<file path="src/hw/rtl/tvm_pkg.sv">
// shared types and constants for the time value of money unit
package tvm_pkg;

	localparam logic [2:0] OP_FV   = 3'd0;
	localparam logic [2:0] OP_PV   = 3'd1;
	localparam logic [2:0] OP_APV  = 3'd2;
	localparam logic [2:0] OP_AFV  = 3'd3;
	localparam logic [2:0] OP_BOND = 3'd4;

	localparam logic [62:0] VAL_MAX = {63{1'b1}};
	localparam logic [33:0] DUR_MAX = {34{1'b1}};
	localparam logic [63:0] ONE_Q32 = 64'h1_0000_0000;

	typedef struct packed {
		logic [2:0]  req_type;
		logic [39:0] amount;
		logic [23:0] rate;
		logic [23:0] coupon_rate;
		logic [9:0]  periods;
	} req_t;

	typedef struct packed {
		logic [62:0] value;
		logic [33:0] duration;
		logic        overflow;
	} rsp_t;

	// multiply request: floor(a*b / 2^shift)
	typedef struct packed {
		logic [63:0] a;
		logic [63:0] b;
		logic [5:0]  shift;
	} mul_req_t;

	typedef struct packed {
		logic [63:0] res;
		logic        sat;
	} mul_rsp_t;

endpackage

</file>
<file path="src/hw/rtl/tvm_mul.sv">
// 64x64 multiplier built from one 32x32 product per cycle, with shift and saturation
module tvm_mul (
	input  logic              clk,
	input  logic              arst_n,
	input  logic              start,
	input  tvm_pkg::mul_req_t req,
	output logic              done,
	output tvm_pkg::mul_rsp_t rsp
);
	import tvm_pkg::*;

	logic [63:0]  a_q, b_q;
	logic [5:0]   s_q;
	logic [127:0] acc_q;
	logic [1:0]   cnt_q;
	logic         busy_q;
	logic         done_q;
	logic [31:0]  a_half, b_half;
	logic [63:0]  pp;
	logic [127:0] pp_sh;
	logic [127:0] acc_sh;

	assign a_half = cnt_q[1] ? a_q[63:32] : a_q[31:0];
	assign b_half = cnt_q[0] ? b_q[63:32] : b_q[31:0];
	assign pp     = 64'(a_half) * 64'(b_half);

	always_comb begin
		case ({1'b0, cnt_q[1]} + {1'b0, cnt_q[0]})
			2'd0:    pp_sh = {64'd0, pp};
			2'd1:    pp_sh = {32'd0, pp, 32'd0};
			default: pp_sh = {pp, 64'd0};
		endcase
	end

	always_ff @(posedge clk or negedge arst_n) begin
		if (!arst_n) begin
			busy_q <= 1'b0;
			done_q <= 1'b0;
			cnt_q  <= '0;
		end else begin
			done_q <= 1'b0;
			if (start) begin
				busy_q <= 1'b1;
				cnt_q  <= '0;
			end else if (busy_q) begin
				cnt_q <= cnt_q + 2'd1;
				if (cnt_q == 2'd3) begin
					busy_q <= 1'b0;
					done_q <= 1'b1;
				end
			end
		end
	end

	always_ff @(posedge clk) begin
		if (start) begin
			a_q   <= req.a;
			b_q   <= req.b;
			s_q   <= req.shift;
			acc_q <= '0;
		end else if (busy_q) begin
			acc_q <= acc_q + pp_sh;
		end
	end

	assign acc_sh  = acc_q >> s_q;
	assign done    = done_q;
	assign rsp.sat = (acc_sh[127:64] != 64'd0);
	assign rsp.res = rsp.sat ? {64{1'b1}} : acc_sh[63:0];

endmodule

</file>
<file path="config.mk">
export PLATFORM = sky130hd
export DESIGN_NAME = tvm_mul
export DESIGN_NICKNAME = d
export VERILOG_FILES = /design/src/hw/rtl/tvm_pkg.sv /design/src/hw/rtl/tvm_mul.sv
export SDC_FILE = /design/constraint.sdc
export NUM_CORES = 2
export LEC_CHECK = 0
export ABC_AREA = 1
export BUFFER_PORTS_ARGS = -buffer_cell sky130_fd_sc_hd__buf_2
export CAP_MARGIN = 10
export CORE_ASPECT_RATIO = 1.4
export CORE_UTILIZATION = 52
export CTS_CLUSTER_DIAMETER = 40
export DETAILED_ROUTE_END_ITERATION = 6
export PLACE_DENSITY = 0.69
export SLEW_MARGIN = 30
export SYNTH_ARGS = -nofsm -noshare
export SYNTH_HDL_FRONTEND = slang
export SYNTH_SLANG_ARGS = --single-unit
</file>
<file path="constraint.sdc">
create_clock -name clk -period 24.1 [get_ports clk]
set_input_delay 3.615 -clock clk [delete_from_list [all_inputs] [get_ports clk]]
set_output_delay 3.615 -clock clk [all_outputs]
set_load 0.01 [all_outputs]
</file>
==> impl_results.md, run 1 <==
- Global-route usage over all layers: 0.648
- Ports: 203
- Stop err: [ERROR GRT-0116] Global routing finished with congestion. Check the congestion regions in the DRC Viewer.
- Syn nets: 10500
- Post-synthesis cell type count: 45
- Post-synthesis mux area share: 0.00936
- Synth Area in Simple Gates: 0.261
- Share of the synthesized area in the top cell type: 0.290
- Status: stopped before the end
- Async set-reset flop share out of synthesis: 0.0150
- Ranking of synthesized cells by area: fa_1 (29%), nand2_1 (12%), inv_1 (10%), ha_1 (7.9%), nor2_1 (7.6%)
- Syn. warnings: 0
- CTS Hold Bufs: 0
- Remaining Overflow, GRT: 846
- Post-Synth Adder-Cell Area: 0.369
- Synth Register Bits: 266
- RePlAce Congestion: 1.24
- Number of synthesized flops with an enable pin: 134
- Die Ht: 411 um
- Syn avg cell area: 6.87 um2
- Initial core utilization: 0.525
- Clock buffer count from CTS: 54
- Clk buf depth: 3
- First-pass GRT wire length: 574 mm
- Vias in the first global route: 74900
- Synth area leader: fa_1
- Clock Tree Root: clkbuf_16
- Pre-CTS worst setup slack: 12.06 ns
- Port bufs: 202
- Die width: 294 um
- CTS resizes: 0
- Halt Stage: global routing (5_1_grt)
- Ys flop type: edfxtp_1
- Post-Syn Instances: 9030
- Compound-Gate Fraction of Synth Area: 0.111
- Post-CTS setup buffer count: 0
- # rows: 149
- Post-DP HPWL: 261 mm
- Sequential area share after synthesis: 0.108
- Combinational family with the most area after synthesis: adder cells
- Largest net degree at the start of global routing: 119
- Post-synthesis xor/xnor area fraction: 0.0144
- CTS H-tree depth: 2
- Post-Syn Area: 0.0620 mm2
- Clock Sinks: 266
## synth_stat cells (4+ instances only)
library cell,instances
nor2_1,1249
edfxtp_1,134
mux2i_1,58
clkbuf_1,251
xnor2_1,42
buf_6,7
nor4_1,10
and2_1,4
xor2_1,60
o21ai_0,631
buf_2,53
o32ai_1,6
dfxtp_1,128
a31oi_1,18
nand4_1,29
clkinv_1,33
or2_2,87
a21boi_0,5
o211ai_1,54
a21oi_1,365
nor3_1,50
inv_2,5
ha_1,392
buf_1,46
buf_4,11
dfrtp_1,4
nand3b_1,50
o21a_1,4
nand2_1,1951
a21o_1,35
o21ai_1,58
o21bai_1,41
o22ai_1,45
a22oi_1,7
fa_1,897
nand3_1,542
inv_1,1653
## per-stage QoR
step,std cells,area (um2)
after floorplan,9030,62000
after global placement,10600,64600
after detailed placement,10600,64700
after CTS,10700,66500
## layer usage
layer  track usage  GRT overflow
met1         0.633            12
met2         0.891           517
met3         0.415            21
met4         0.654           288
met5         0.128             8
## logic make-up after synthesis
group | Yosys count
fa+ha+maj | 1289
buf+inv | 2059
xor+xnor | 102
compound gates | 1278
simple gates | 3978
flops | 266
mux | 58
==> run 2: changes to the inputs <==
--- a/config.mk
+++ b/config.mk
@@ -8,11 +8,9 @@
 export ABC_AREA = 1
 export BUFFER_PORTS_ARGS = -buffer_cell sky130_fd_sc_hd__buf_2
 export CAP_MARGIN = 10
-export CORE_ASPECT_RATIO = 1.4
-export CORE_UTILIZATION = 52
-export CTS_CLUSTER_DIAMETER = 40
+export CORE_UTILIZATION = 37
 export DETAILED_ROUTE_END_ITERATION = 6
-export PLACE_DENSITY = 0.69
+export PLACE_DENSITY_LB_ADDON = 0.15
 export SLEW_MARGIN = 30
 export SYNTH_ARGS = -nofsm -noshare
 export SYNTH_HDL_FRONTEND = slang
==> run 2 against run 1 <==
Compared with the run above: the flow now finishes, with violations (DRC); synthesized area stayed put; synthesized cell count stayed put.
==> impl_results.md, run 2 <==
- Syn avg cell area: 6.87 um2 (unchanged)
- Initial antenna violation count: 9
- Syn. warnings: 0 (unchanged)
- Largest regs: acc_q: 128 flops, a_q: 64 flops, b_q: 64 flops
- CTS H-tree depth: 2 (unchanged)
- Fin cells: 11300
- CP dominant cell by count: inv_1
- Layout cells sized above 1: 0.0620
- Vias in the first global route: 63300
- First-pass GRT wire length: 445 mm
- Count leader, synth: nand2_1
- Fillers: 17800
- Tcrit/Tclk final: 0.532
- Synth Register Bits: 266 (unchanged)
- Worst Clk Skew: 0.0841 ns
- Syn nets: 10500 (unchanged)
- Post-Syn Instances: 9030 (unchanged)
- Initial DRT Pass Iterations: 7
- Required @ worst endpoint: 24.63 ns
- CP Class: reg2reg
- Status: complete, but fails checks
- Crit path DAT: 13.36 ns
- RR Endpoint: acc_q[72]
- Post-synth top cells: nand2_1 (1951), inv_1 (1653), nor2_1 (1249), fa_1 (897), o21ai_0 (631)
- Worst path slowest cell: xnor2_1
- Nets: 10500
- Post-CTS setup buffer count: 0 (unchanged)
- CP peak stage delay: 0.73 ns
- CTS resizes: 0 (unchanged)
- # rows: 149 (unchanged)
- Largest net degree at the start of global routing: 105
- Die Area: 0.169 mm2
- Global-route usage over all layers: 0.367
- Min Clock Period, post-route: 12.83 ns
- CP Launch Type: flop
- Clk buf depth: 3 (unchanged)
- Die Ht: 411 um (+0.19%)
- Number of synthesized flops with an enable pin: 134 (unchanged)
- Clock Tree Root: clkbuf_16
- DR WL/cell: 27.6 um
- Dpl cell area: 0.0656 mm2 (+1.4%)
- R2r setup slk: 11.27 ns
- DRC: 1
- Reg2Reg Depth: 42
- Fin. Hold Viols: 0
- Slew headroom: 0.238
- Share of the synthesized area in the top cell type: 0.290 (unchanged)
- Initial core utilization: 0.374 (-0.151)
- Hold WC Path Type: reg2reg
- RePlAce Congestion: 1.09 (-12%)
- Ranking of synthesized cells by area: fa_1 (29%), nand2_1 (12%), inv_1 (10%), ha_1 (7.9%), nor2_1 (7.6%)
- Port bufs: 202 (unchanged)
- RSZ-0062 raised after global routing: false
- Hold path startpoint: acc_q[0]
- Slew @ Worst Pin: 1.14 ns
- Post-Syn Area: 0.0620 mm2 (unchanged)
- Hold Slack: 0.485 ns
- Hold path depth: 2
- Critical path capture point type: flop
- Crit-path max FO: 26
- Ys flop type: edfxtp_1
- CTS Hold Bufs: 0 (unchanged)
- Ports: 203 (unchanged)
- Slew Limit Fails: 0
- Clock latency on the worst-skew pair: 0.69 ns
- Post-DP HPWL: 262 mm (+0.40%)
- Max Cap Viol: 0
- WL final: 311 mm
- Reg2reg start: cnt_q[0]
- Endpoint, Worst Hold: acc_q[0]
- Finished Cell Area: 0.0670 mm2
- Post-synthesis cell type count: 45 (unchanged)
- CTS tree: done
- Clock Sinks: 266 (unchanged)
- Max FFs per register: 128
- Setup TNS: 0 ns
- Sequential area share after synthesis: 0.108 (unchanged)
- Core Region: 0.166 mm2
- Vias per cell: 5.48
- Failing checks: DRC
- Achievable Freq: 0.0779 GHz
- Remaining Overflow, GRT: 0
- Async set-reset flop share out of synthesis: 0.0150 (unchanged)
- Reg with most FFs: acc_q
- Post-route ant nets: 0
- DP Cell Count: 11200 (+5.9%)
- Final setup vio count: 0
- Via count: 61800
- Area growth, synth to finish: 8.10%
- Most frequent cells in the layout: nand2_1 (1949), inv_1 (1651), nor2_1 (1248), fa_1 (897), o21ai_0 (603)
- DR iter-0 viols: 5681
- Clock buffer count from CTS: 41 (-24%)
- Synth area leader: fa_1
- Die width: 411 um (+40%)
- Leading cell type in the layout, fill and taps excluded: nand2_1
- Clk pin slew, worst setup/hold paths: 0.07 ns
## run 2: cell counts after synthesis
Identical to the previous run, type by type.
## run 2: layout make-up
| class | instances | area, um2 | area share |
|---|---|---|---|
| well taps | 2189 | 2740 | 0.0409 |
| multi-input cells | 6705 | 47700 | 0.712 |
| clock buffers | 51 | 1120 | 0.0167 |
| flip-flops and latches | 266 | 6690 | 0.0998 |
| diodes | 6 | 15.0 | 0.000224 |
| clock inverters | 22 | 230 | 0.00343 |
| repair buffers | 344 | 2170 | 0.0324 |
| inverters | 1691 | 6350 | 0.0948 |
## run 2: logic make-up (layout without fill, tap and decap cells)
kind of cell,after synthesis,count (layout),synth area share
AND/OR/NAND/NOR,3978,3978,0.261
buffers and inverters,2059,2108,0.127
adder cells (fa/ha/maj),1289,1289,0.369
AO/OA/AOI/OAI,1278,1278,0.111
flip-flops,266,266,0.108
XOR/XNOR,102,102,0.0144
multiplexers,58,58,0.00936
other,0,6,0
## run 2: how the worst max path moves through the flow
| stage | slack, ns | from | to |
|---|---|---|---|
| after floorplan | 15.09 | cnt_q[0] | acc_q[107] |
| after global placement | 11.42 | cnt_q[1] | acc_q[93] |
| after detailed placement | 11.55 | cnt_q[1] | acc_q[125] |
| after CTS | 11.50 | cnt_q[0] | acc_q[125] |
| after global routing | 10.83 | cnt_q[1] | acc_q[125] |
| final | 11.27 | cnt_q[0] | acc_q[72] |
## run 2: stage by stage
stage          worst slack, ns  utilization
6_report                 11.27        0.404
5_1_grt                  10.83        0.404
4_1_cts                  11.50        0.404
3_5_place_dp             11.55        0.396
3_3_place_gp             11.42        0.395
2_1_floorplan            15.09            -
## run 2: layer usage
| metal | vias to the layer above | track usage | share of wire |
|---|---|---|---|
| li1 | 28000 | - | - |
| met5 | - | 0 | 0 |
| met3 | 696 | 0.0545 | 0.068 |
| met4 | 0 | 0.259 | 0.084 |
| met2 | 2617 | 0.611 | 0.47 |
| met1 | 30500 | 0.434 | 0.38 |
## run 2: worst max-delay path: cells and delay by family (launching register included)
| kind | cells | cell delay (ns) |
|---|---|---|
| adder cells (fa/ha/maj) | 10 | 4.71 |
| AND/OR/NAND/NOR | 14 | 2.91 |
| buffers and inverters | 12 | 2.56 |
| AO/OA/AOI/OAI | 5 | 1.32 |
| XOR/XNOR | 1 | 0.73 |
| flip-flops | 1 | 0.36 |
Power of run 2 is not shown: default switching activity piles up to over one toggle a cycle in this logic, so the estimate is an artifact.
