<file path="config.mk">
export PLATFORM = sky130hd
export DESIGN_NAME = tvm_div
export DESIGN_NICKNAME = d
export VERILOG_FILES = /design/src/hw/rtl/tvm_pkg.sv /design/src/hw/rtl/tvm_div.sv
export SDC_FILE = /design/constraint.sdc
export NUM_CORES = 1
export LEC_CHECK = 0
export BUFFER_PORTS_ARGS = -buffer_cell sky130_fd_sc_hd__buf_2
export CORE_UTILIZATION = 60
export CTS_BUF_LIST = sky130_fd_sc_hd__clkbuf_16
export DETAILED_ROUTE_END_ITERATION = 12
export PLACE_DENSITY = 0.85
export SLEW_MARGIN = 25
export SYNTH_ARGS = -nofsm -noshare
export SYNTH_HDL_FRONTEND = slang
export SYNTH_SLANG_ARGS = --single-unit
</file>
<file path="constraint.sdc">
create_clock -name clk -period 6.45 [get_ports clk]
set_input_delay 1.29 -clock clk [delete_from_list [all_inputs] [get_ports clk]]
set_output_delay 1.29 -clock clk [all_outputs]
set_load 0.02 [all_outputs]
</file>
<file path="src/hw/rtl/tvm_pkg.sv">
// shared types and constants for the time value of money unit
package tvm_pkg;

	localparam logic [2:0] OP_FV   = 3'd0;
	localparam logic [2:0] OP_PV   = 3'd1;
	localparam logic [2:0] OP_APV  = 3'd2;
	localparam logic [2:0] OP_AFV  = 3'd3;
	localparam logic [2:0] OP_BOND = 3'd4;

	localparam logic [62:0] VAL_MAX = {63{1'b1}};
	localparam logic [33:0] DUR_MAX = {34{1'b1}};
	localparam logic [63:0] ONE_Q32 = 64'h1_0000_0000;

	typedef struct packed {
		logic [2:0]  req_type;
		logic [39:0] amount;
		logic [23:0] rate;
		logic [23:0] coupon_rate;
		logic [9:0]  periods;
	} req_t;

	typedef struct packed {
		logic [62:0] value;
		logic [33:0] duration;
		logic        overflow;
	} rsp_t;

	// multiply request: floor(a*b / 2^shift)
	typedef struct packed {
		logic [63:0] a;
		logic [63:0] b;
		logic [5:0]  shift;
	} mul_req_t;

	typedef struct packed {
		logic [63:0] res;
		logic        sat;
	} mul_rsp_t;

endpackage

</file>
<file path="src/hw/rtl/tvm_div.sv">
// restoring divider, one quotient bit per cycle, dividend fed msb first
module tvm_div (
	input  logic        clk,
	input  logic        arst_n,
	input  logic        start,
	input  logic [87:0] num,
	input  logic [6:0]  steps,
	input  logic [63:0] den,
	output logic        done,
	output logic [63:0] quo,
	output logic        quo_ovf,
	output logic [63:0] rem
);
	import tvm_pkg::*;

	logic [87:0] num_q;
	logic [63:0] den_q;
	logic [63:0] rem_q;
	logic [63:0] quo_q;
	logic        ovf_q;
	logic [6:0]  cnt_q;
	logic        busy_q;
	logic        done_q;
	logic [64:0] trial;
	logic        qbit;

	assign trial = {rem_q, num_q[87]};
	assign qbit  = (trial >= {1'b0, den_q});

	always_ff @(posedge clk or negedge arst_n) begin
		if (!arst_n) begin
			busy_q <= 1'b0;
			done_q <= 1'b0;
			cnt_q  <= '0;
		end else begin
			done_q <= 1'b0;
			if (start) begin
				busy_q <= 1'b1;
				cnt_q  <= steps;
			end else if (busy_q) begin
				cnt_q <= cnt_q - 7'd1;
				if (cnt_q == 7'd1) begin
					busy_q <= 1'b0;
					done_q <= 1'b1;
				end
			end
		end
	end

	always_ff @(posedge clk) begin
		if (start) begin
			num_q <= num;
			den_q <= den;
			rem_q <= '0;
			quo_q <= '0;
			ovf_q <= 1'b0;
		end else if (busy_q) begin
			num_q <= {num_q[86:0], 1'b0};
			rem_q <= qbit ? 64'(trial - {1'b0, den_q}) : trial[63:0];
			quo_q <= {quo_q[62:0], qbit};
			ovf_q <= ovf_q | quo_q[63];
		end
	end

	assign done    = done_q;
	assign quo     = quo_q;
	assign quo_ovf = ovf_q;
	assign rem     = rem_q;

endmodule

</file>
======== After elaboration in Yosys (flattened, before gate mapping) ========
Cells that the tools add are included.
storage, ports and cells
  flip-flop bits (word level) ............. 290
  output and inout port bits .............. 130
  logic and storage cells ................. 25
operators by class
  $add $sub $neg .......................... 2
  mux-type cells .......................... 11
  reductions and logical operators ........ 1
  order comparisons ....................... 1
  bitwise logic cells ..................... 1
  equality and inequality tests ........... 1
operators with widths
  operator                                          number
  two-way mux 88 bit                                2
  >= comparator 65 x 64 -> 1 bit                    1
  two-way mux 64 bit                                1
  subtractor 64 bit                                 1
  two-way mux 7 bit                                 2
  == test 7 x 1 -> 1 bit, second input constant     1
  subtractor 7 x 1 -> 7 bit, second input constant  1
  two-way mux 1 bit                                 6
  nonzero test 2 bit                                1
  OR 1 bit                                          1

======== Longest topological paths before layout ========
Gate-level depths: netlist of the first run.
  depth after elaboration ................. 4
  depth in mapped cells ................... 15

======== Worst setup path before layout of the first run ========
No wires, ideal clock.
  path kind ............................... input port to flip-flop
  start ................................... input start
  end ..................................... register num_q[0] (enable)
  data arrival time ....................... 2941 ps
  library setup time ...................... 409 ps
  required time ........................... 6041 ps
  slack ................................... 3100 ps
  cell stages on the path ................. 3
  cell sequence ........................... clkbuf_1 clkbuf_1 or2_2
between the ends
  longest elaborated chain between the ends .. 1
ends and longest elaborated chain
  element                       RTL line       text
  from (decl)                   tvm_div.sv:5   input logic start,
  nonzero test 2 bit (no line)  --
  to (signal assigned)          tvm_div.sv:52  num_q <= num;
  to (signal assigned)          tvm_div.sv:58  num_q <= {num_q[86:0], 1'b0};
  to (decl)                     tvm_div.sv:16  logic [87:0] num_q;
Every way passes these cells.
A chain may end at the register's enable or synchronous reset.

======== Final worst setup path of the first run ========
  start ................................... register num_q[87]
  end ..................................... register rem_q[44], in the netlist rem[44]
between the ends
  longest elaborated chain between the ends .. 2
  elaborated cells between the ends (all ways) .. 3
  those cells by class .................... 1 x add/sub; 1 x order compare; 1 x mux
ends and longest elaborated chain
  element                                                              RTL line                      text
  subtractor 64 bit or >= comparator 65 x 64 -> 1 bit (tied branches)  tvm_div.sv:59, tvm_div.sv:28
  two-way mux 64 bit (*)                                               tvm_div.sv:59                 rem_q <= qbit ? 64'(trial - {1'b0, den_q}) : trial[63:0];
  to (signal assigned)                                                 tvm_div.sv:59
  to (decl)                                                            tvm_div.sv:18                 logic [63:0] rem_q;
Mark *: on every way between the ends. The rest lies on a longest branch, timed or not.

==> impl_metrics.json, run 1 <==
{
  "grt_pass1_wl_um": 60480,
  "die_y_um": 162.1,
  "rows": 58,
  "syn_nets": 1763,
  "synth_edf_count": 152,
  "io_pins": 292,
  "synth_cell_types": 84,
  "grt_max_degree": 173,
  "top_usage_layer": "met2",
  "final.setup_skew_ps": 18.88,
  "worstMarginPinSlew_ps": 1029,
  "ctsHtreeMaxLevel": 1,
  "cts_tree": "yes",
  "grt_pass1_vias": 12020,
  "worst-endpoint-required_ps": 6920,
  "p_leak_nw": 8.308,
  "synth.most_common_cell": "nor2_1",
  "grtUsageTotal_pct": 28.68,
  "cts_resized": 0,
  "first_pass_iters": 5,
  "maxCapViolations": 0,
  "synthTopCellsByArea": "edfxtp_1 30%, dfxtp_1 17%, mux2_2 6.5%, ha_1 5.4%, mux2i_1 4.9%",
  "worstPathArrival_ps": 4560,
  "startpoint_type": "flip-flop",
  "cts-root-buf": "clkbuf_16",
  "finalSetupViolations": 0,
  "relSlewSlack_pct": 31.41,
  "max-clock-path-buffers": 3,
  "area_growth_pct": 17.00,
  "rsz0062_at_grt": "false",
  "grtUsageMet2_pct": 47.97,
  "layout-drive-gt1-share_pct": 25.24,
  "fillers": 1842,
  "core-area_um2": 25180,
  "period_minus_slack_ps": 4089,
  "path_max_fanout": 24,
  "synth_top_area_share_pct": 29.66,
  "netlist_area_um2": 15390,
  "irDropWorstVdd_uv": 230.7,
  "ant_nets": 0,
  "hp-class": "flip-flop to flip-flop",
  "netlist_instances": 1534,
  "io_buffer_count": 291,
  "synth_flop_cell": "edfxtp_1",
  "crit_path_end_kind": "flip-flop",
  "numCtsBuffers": 30,
  "start_util_pct": 61.11,
  "nNetsFinal": 2012,
  "cts_hold_buf": 0,
  "netlist_top_cells_count": "198 x nor2_1, 152 x edfxtp_1, 129 x dfxtp_1, 124 x nand2_1, 114 x a21oi_1",
  "worstSetupPathType": "flip-flop to flip-flop",
  "postCtsSetupBuffers": 0,
  "dieArea_um2": 26290,
  "ys_ff_latch": 290,
  "hpwl_um": 27860,
  "yosys.area.top_type": "edfxtp_1",
  "syn_avg_cell_area_um2": 10.03,
  "vias_per_cell": 5.836,
  "met1_usage_pct": 35.26,
  "dieWidth_um": 162.1,
  "drt_iter0_markers": 989,
  "timing.final.crit_share_pct": 63.40,
  "routedWlPerCell_um": 18.02,
  "globalRouteMet3Util_pct": 8.453,
  "outcome": "complete, no violations",
  "grt_overflow": 0,
  "ys_seq_area_share_pct": 47.91,
  "remaining_drc_errors": 0,
  "clock_latency_ps": 580,
  "cts_sinks": 290,
  "max_freq_mhz": 244.5,
  "timing.hold.ws_ps": 482.8,
  "async_flop_share_pct": 3.103,
  "wl_um": 38530,
  "clkTransAtPathRegs_ps": 70,
  "finalSetupTns_ps": 0,
  "routabilityCongestion": 0.9892,
  "p_per_area_nw_per_um2": 247.4,
  "antenna_found_initial": 5,
  "hold_viol": 0,
  "num_vias": 12480,
  "ys_warn_count": 0,
  "drv_slew": 0
}
==> final timing paths <==
check,startpoint,to,slack (ps),depth (start not counted)
min in group asynchronous,arst_n,cnt_q[5],560,1
max in group asynchronous,arst_n,busy_q,5680,1
worst max-delay path,num_q[87],rem[44],2360,12
worst max register to register,num_q[87],rem[44],2360,12
worst min register to register,quo_ovf,quo_ovf,480,2
worst min-delay path,quo_ovf,quo_ovf,480,2
==> final cells by class <==
type | count | area [µm²] | share of cell area (%)
timing repair buffer | 298 | 1551 | 8.618
multi-input combinational | 1068 | 7318 | 40.65
clock inverter | 26 | 235.2 | 1.307
antenna | 1 | 2.502 | 0.01390
clock buffer | 30 | 750.7 | 4.170
inverter | 95 | 356.6 | 1.981
tap | 330 | 412.9 | 2.293
sequential | 290 | 7376 | 40.97
==> report_power, final <==
part	total, mW	switching (mW)	internal [mW]
clock network	1.71	0.742	0.972
registers	2.14	0.0607	2.08
logic	0.600	0.345	0.255
total	4.45	1.15	3.31
==> worst max-delay path: stages, from the launching register on <==
cell and delay [ps]:
edfxtp_1 450, inv_1 70, ha_1 220, nand3b_1 200, a211oi_1 270, o311ai_1 130
o21ai_1 230, o21ai_1 240, o2111ai_1 430, and2_1 760, buf_4 470, o2111ai_1 170
a311oi_1 330
==> routing by layer <==
layer / vias to the layer above / part of all wire (%) / wire [µm]
li1: 6022 / - / -
met2: 462 / 48 / 18330
met3: 100 / 8.7 / 3354
met1: 5885 / 40 / 15510
met4: 8 / 3.3 / 1270
met5: - / 0.16 / 60
==> stage by stage <==
stage | utilization, % | area [µm²] | setup slack, ps | total power [mW] | std cells
floorplan | - | 15390 | 3100 | 2.583 | 1534
global placement | 67.44 | 16980 | 2514 | 2.746 | 2080
detailed placement | 67.55 | 17010 | 2320 | 2.766 | 2081
CTS | 71.46 | 18000 | 2269 | 4.476 | 2137
global route | 71.48 | 18000 | 2120 | 4.621 | 2137
finish | 71.49 | 18000 | 2361 | 4.455 | 2138
==> registers in the layout, summed over array words and instances, names as in the netlist <==
register	cells
done	1
num_q	88
cnt_q	7
quo_ovf	1
quo	64
rem	64
busy_q	1
den_q	64
==> layout by cell type (no fill, tap or decap), drive strengths merged, types with 15 or more instances in the layout <==
cell type,instances
a211oi,48
a21o,24
a21oi,119
a311oi,23
buf,298
clkbuf,30
clkinv,15
dfxtp,129
edfxtp,152
ha,66
inv,99
mux2,90
mux2i,76
nand2,125
nand4,22
nor2,198
nor3,20
o21ai,61
xnor2,36
xor2,15
==> cell families after synthesis <==
kind of cell	synth area share, %
compound gates	15.07
xor+xnor	2.903
fa+ha+maj	5.497
buf+inv	4.594
flops	47.91
mux	11.53
simple gates	12.50
No activity file was read; power rests on OpenSTA's default activity.
==> run 2: changes to the inputs <==
Settings changed: ABC_AREA from default to 1, CORE_UTILIZATION 60 to 57, PLACE_DENSITY 0.85 to 0.81.
Clock period 6.45 ns to 4.05 ns, I/O delays scaled along.
==> run 2 against run 1 <==
Effect of this change:
- worst setup slack worse by 1500 ps
- register-to-register slack worse by 1500 ps
- worst hold slack worse by 420 ps
- routed wire length up 38%
- non-clock buffer count up 7
- combinational power up 8.2%
- global-route usage up 5.3 points
- sequential share of layout area down 4.2 points
- final area up 12%
- largest power group unchanged
- area after synthesis up 12%
- die area up 18%
==> impl_metrics.json, run 2 <==
{
  "rows": 63,
  "hp-class": "primary input to asynchronous set/reset pin",
  "max-clock-path-buffers": 3,
  "ctsHtreeMaxLevel": 1,
  "largest_reg_flops": 88,
  "worstPathArrival_ps": 3730,
  "cts-root-buf": "clkbuf_16",
  "cts_tree": "yes",
  "die_y_um": 176.2,
  "ys_seq_area_share_pct": 42.60,
  "crit_top_cell": "nand2_1",
  "layout-drive-gt1-share_pct": 13.65,
  "crit_slowest_cell": "nor2_4",
  "crit_family": "simple AND/OR/NAND/NOR gates",
  "synth_top_area_share_pct": 26.38,
  "outcome": "complete, no violations",
  "routedWlPerCell_um": 16.57,
  "start_util_pct": 58.23,
  "core-area_um2": 29720,
  "cts_sinks": 290,
  "crit_path_end_kind": "flip-flop",
  "synth_edf_count": 152,
  "synth.most_common_cell": "nand2_1",
  "grtUsageTotal_pct": 34.01,
  "hold_viol": 0,
  "worst-endpoint-required_ps": 4570,
  "synth_flop_cell": "edfxtp_1",
  "wl_um": 52980,
  "grt_pass1_vias": 16070,
  "p_per_area_nw_per_um2": 339.6,
  "clkTransAtPathRegs_ps": 60,
  "grt_pass1_wl_um": 82900,
  "synthTopCellsByArea": "edfxtp_1 26%, nand2_1 23%, dfxtp_1 15%, inv_1 11%, ha_1 4.8%",
  "netlist_area_um2": 17300,
  "intPower_mw": 5.124,
  "dp_slack_ps": 940.3,
  "relSlewSlack_pct": 45.74,
  "ys_warn_count": 0,
  "power_frac_clock_pct": 41.7,
  "finalSetupViolations": 0,
  "syn_avg_cell_area_um2": 6.897,
  "finalSetupTns_ps": 0,
  "irDropWorstVdd_uv": 369.7,
  "drt_iter0_markers": 1238,
  "grt_max_degree": 74,
  "mostFrequentLayoutCells": "1070 x nand2_1, 492 x inv_1, 290 x buf_2",
  "cp_cell_sequence": "inv_1 > ha_1 > nand2_1 > inv_1 > a21oi_1 > nand2_1 > nand2_1 > nand2_1 > nand2_1 > nand2_1 > nor2_4 > nand2_4 > nor2_4 > nand2_1 > nand3_1",
  "startpoint_type": "flip-flop",
  "vias_per_cell": 5.177,
  "num_vias": 16550,
  "p_sw_mw": 1.693,
  "power_switching_share_pct": 24.84,
  "crit_path_max_incr_delay_ps": 580,
  "ant_nets": 0,
  "area_growth_pct": 16.01,
  "ys_ff_latch": 290,
  "max_freq_mhz": 312.0,
  "maxCapViolations": 0,
  "io_buffer_count": 291,
  "p_leak_nw": 11.23,
  "p_comb_share_pct": 9.5,
  "cts_resized": 0,
  "critPathBufInv": 2,
  "nNetsFinal": 3011,
  "async_flop_share_pct": 3.103,
  "dieWidth_um": 176.2,
  "remaining_drc_errors": 0,
  "antenna_found_initial": 4,
  "grt_overflow": 0,
  "worstMarginPinSlew_ps": 812.7,
  "path_max_fanout": 50,
  "layout_setup_ws_ps": 844.4,
  "total_power_mw": 6.817,
  "rsz0062_at_grt": "false",
  "drv_slew": 0,
  "worstSetupPathType": "flip-flop to flip-flop",
  "p_seq_share_pct": 48.8,
  "io_pins": 292,
  "layout_commonest_cell": "nand2_1",
  "regMostFlops": "num_q",
  "final_util_pct": 67.55,
  "routabilityCongestion": 1.019,
  "netlist_instances": 2509,
  "period_minus_slack_ps": 3206,
  "yosys.area.top_type": "edfxtp_1",
  "first_pass_iters": 5,
  "synth_cell_types": 42,
  "timing.final.crit_share_pct": 79.15,
  "syn_nets": 2738,
  "netlist_top_cells_count": "1070 x nand2_1, 487 x inv_1, 156 x nand3_1, 152 x edfxtp_1, 129 x dfxtp_1",
  "cts_hold_buf": 0,
  "dieArea_um2": 31060,
  "hpwl_um": 40420,
  "clock_latency_ps": 590,
  "final.setup_skew_ps": 7.800,
  "numCtsBuffers": 31,
  "postCtsSetupBuffers": 0
}
-- run 2: cell count changes in the layout (fill, tap and decap cells not counted), moves of 21 or more --
cell,change
a211oi_1,-46
a311oi_1,-21
nand3_1,+144
inv_1,+393
xnor2_1,-22
a21o_1,-22
mux2i_1,-76
o22ai_1,+59
nand2_1,+947
mux2_2,-89
nor2_1,-96
o21ai_0,-39
a21oi_1,-64
-- run 2: metrics by stage --
stage	std cells	hold WS, ps	area (µm²)
6_report	3197	67.47	20070
2_1_floorplan	2509	487.4	17310
4_1_cts	3195	57.16	20070
5_1_grt	3195	71.88	20070
3_5_place_dp	3139	474.1	19060
3_3_place_gp	3139	450.2	19060
-- run 2: kinds of logic after synthesis --
| family | share of synthesized area, % |
|---|---|
| and+or+nand+nor | 33.17 |
| buffers and inverters | 12.58 |
| DFF | 42.60 |
| AOI/OAI and AO/OA | 5.033 |
| adders and majority gates | 4.888 |
| xor gates and xnor gates | 1.721 |
-- run 2: power by group through the flow --
| stage | sequential [mW] | clock, mW | combinational (mW) |
|---|---|---|---|
| finish | 3.33 | 2.84 | 0.649 |
| global route | 3.34 | 2.97 | 0.728 |
| CTS | 3.33 | 2.86 | 0.647 |
| detailed placement | 3.39 | 0 | 0.642 |
| global placement | 3.38 | 0 | 0.627 |
| floorplan | 3.38 | 0 | 0.414 |
-- run 2: worst paths after layout --
| path | cells after the start | slack [ps] | start | to |
|---|---|---|---|---|
| worst max-delay path | 15 | 840 | den_q[40] | rem[28] |
| worst min-delay path | 1 | 70 | arst_n | busy_q |
| worst max register to register | 15 | 840 | den_q[40] | rem[28] |
| worst min register to register | 2 | 480 | quo[21] | quo[22] |
| min in group clk | 1 | 390 | den[37] | den_q[37] |
| max in group asynchronous | 1 | 3790 | arst_n | done |
-- run 2: final cells by class --
class	count	area [µm²]
antenna	2	5.005
clock buffer	32	800.8
clock inverter	24	210.2
fill	2595	9643
inverter	491	1848
multi-input combinational	1663	7770
sequential	290	7372
tap	390	488.0
timing repair buffer	305	1580
-- run 2: per-layer routing --
layer	part of all wire, %	track usage [%]	vias up
li1	-	-	8276
met1	42	42.77	7533
met2	47	58.17	633
met3	7.0	5.900	104
met4	3.8	12.79	6
met5	0.064	0	-
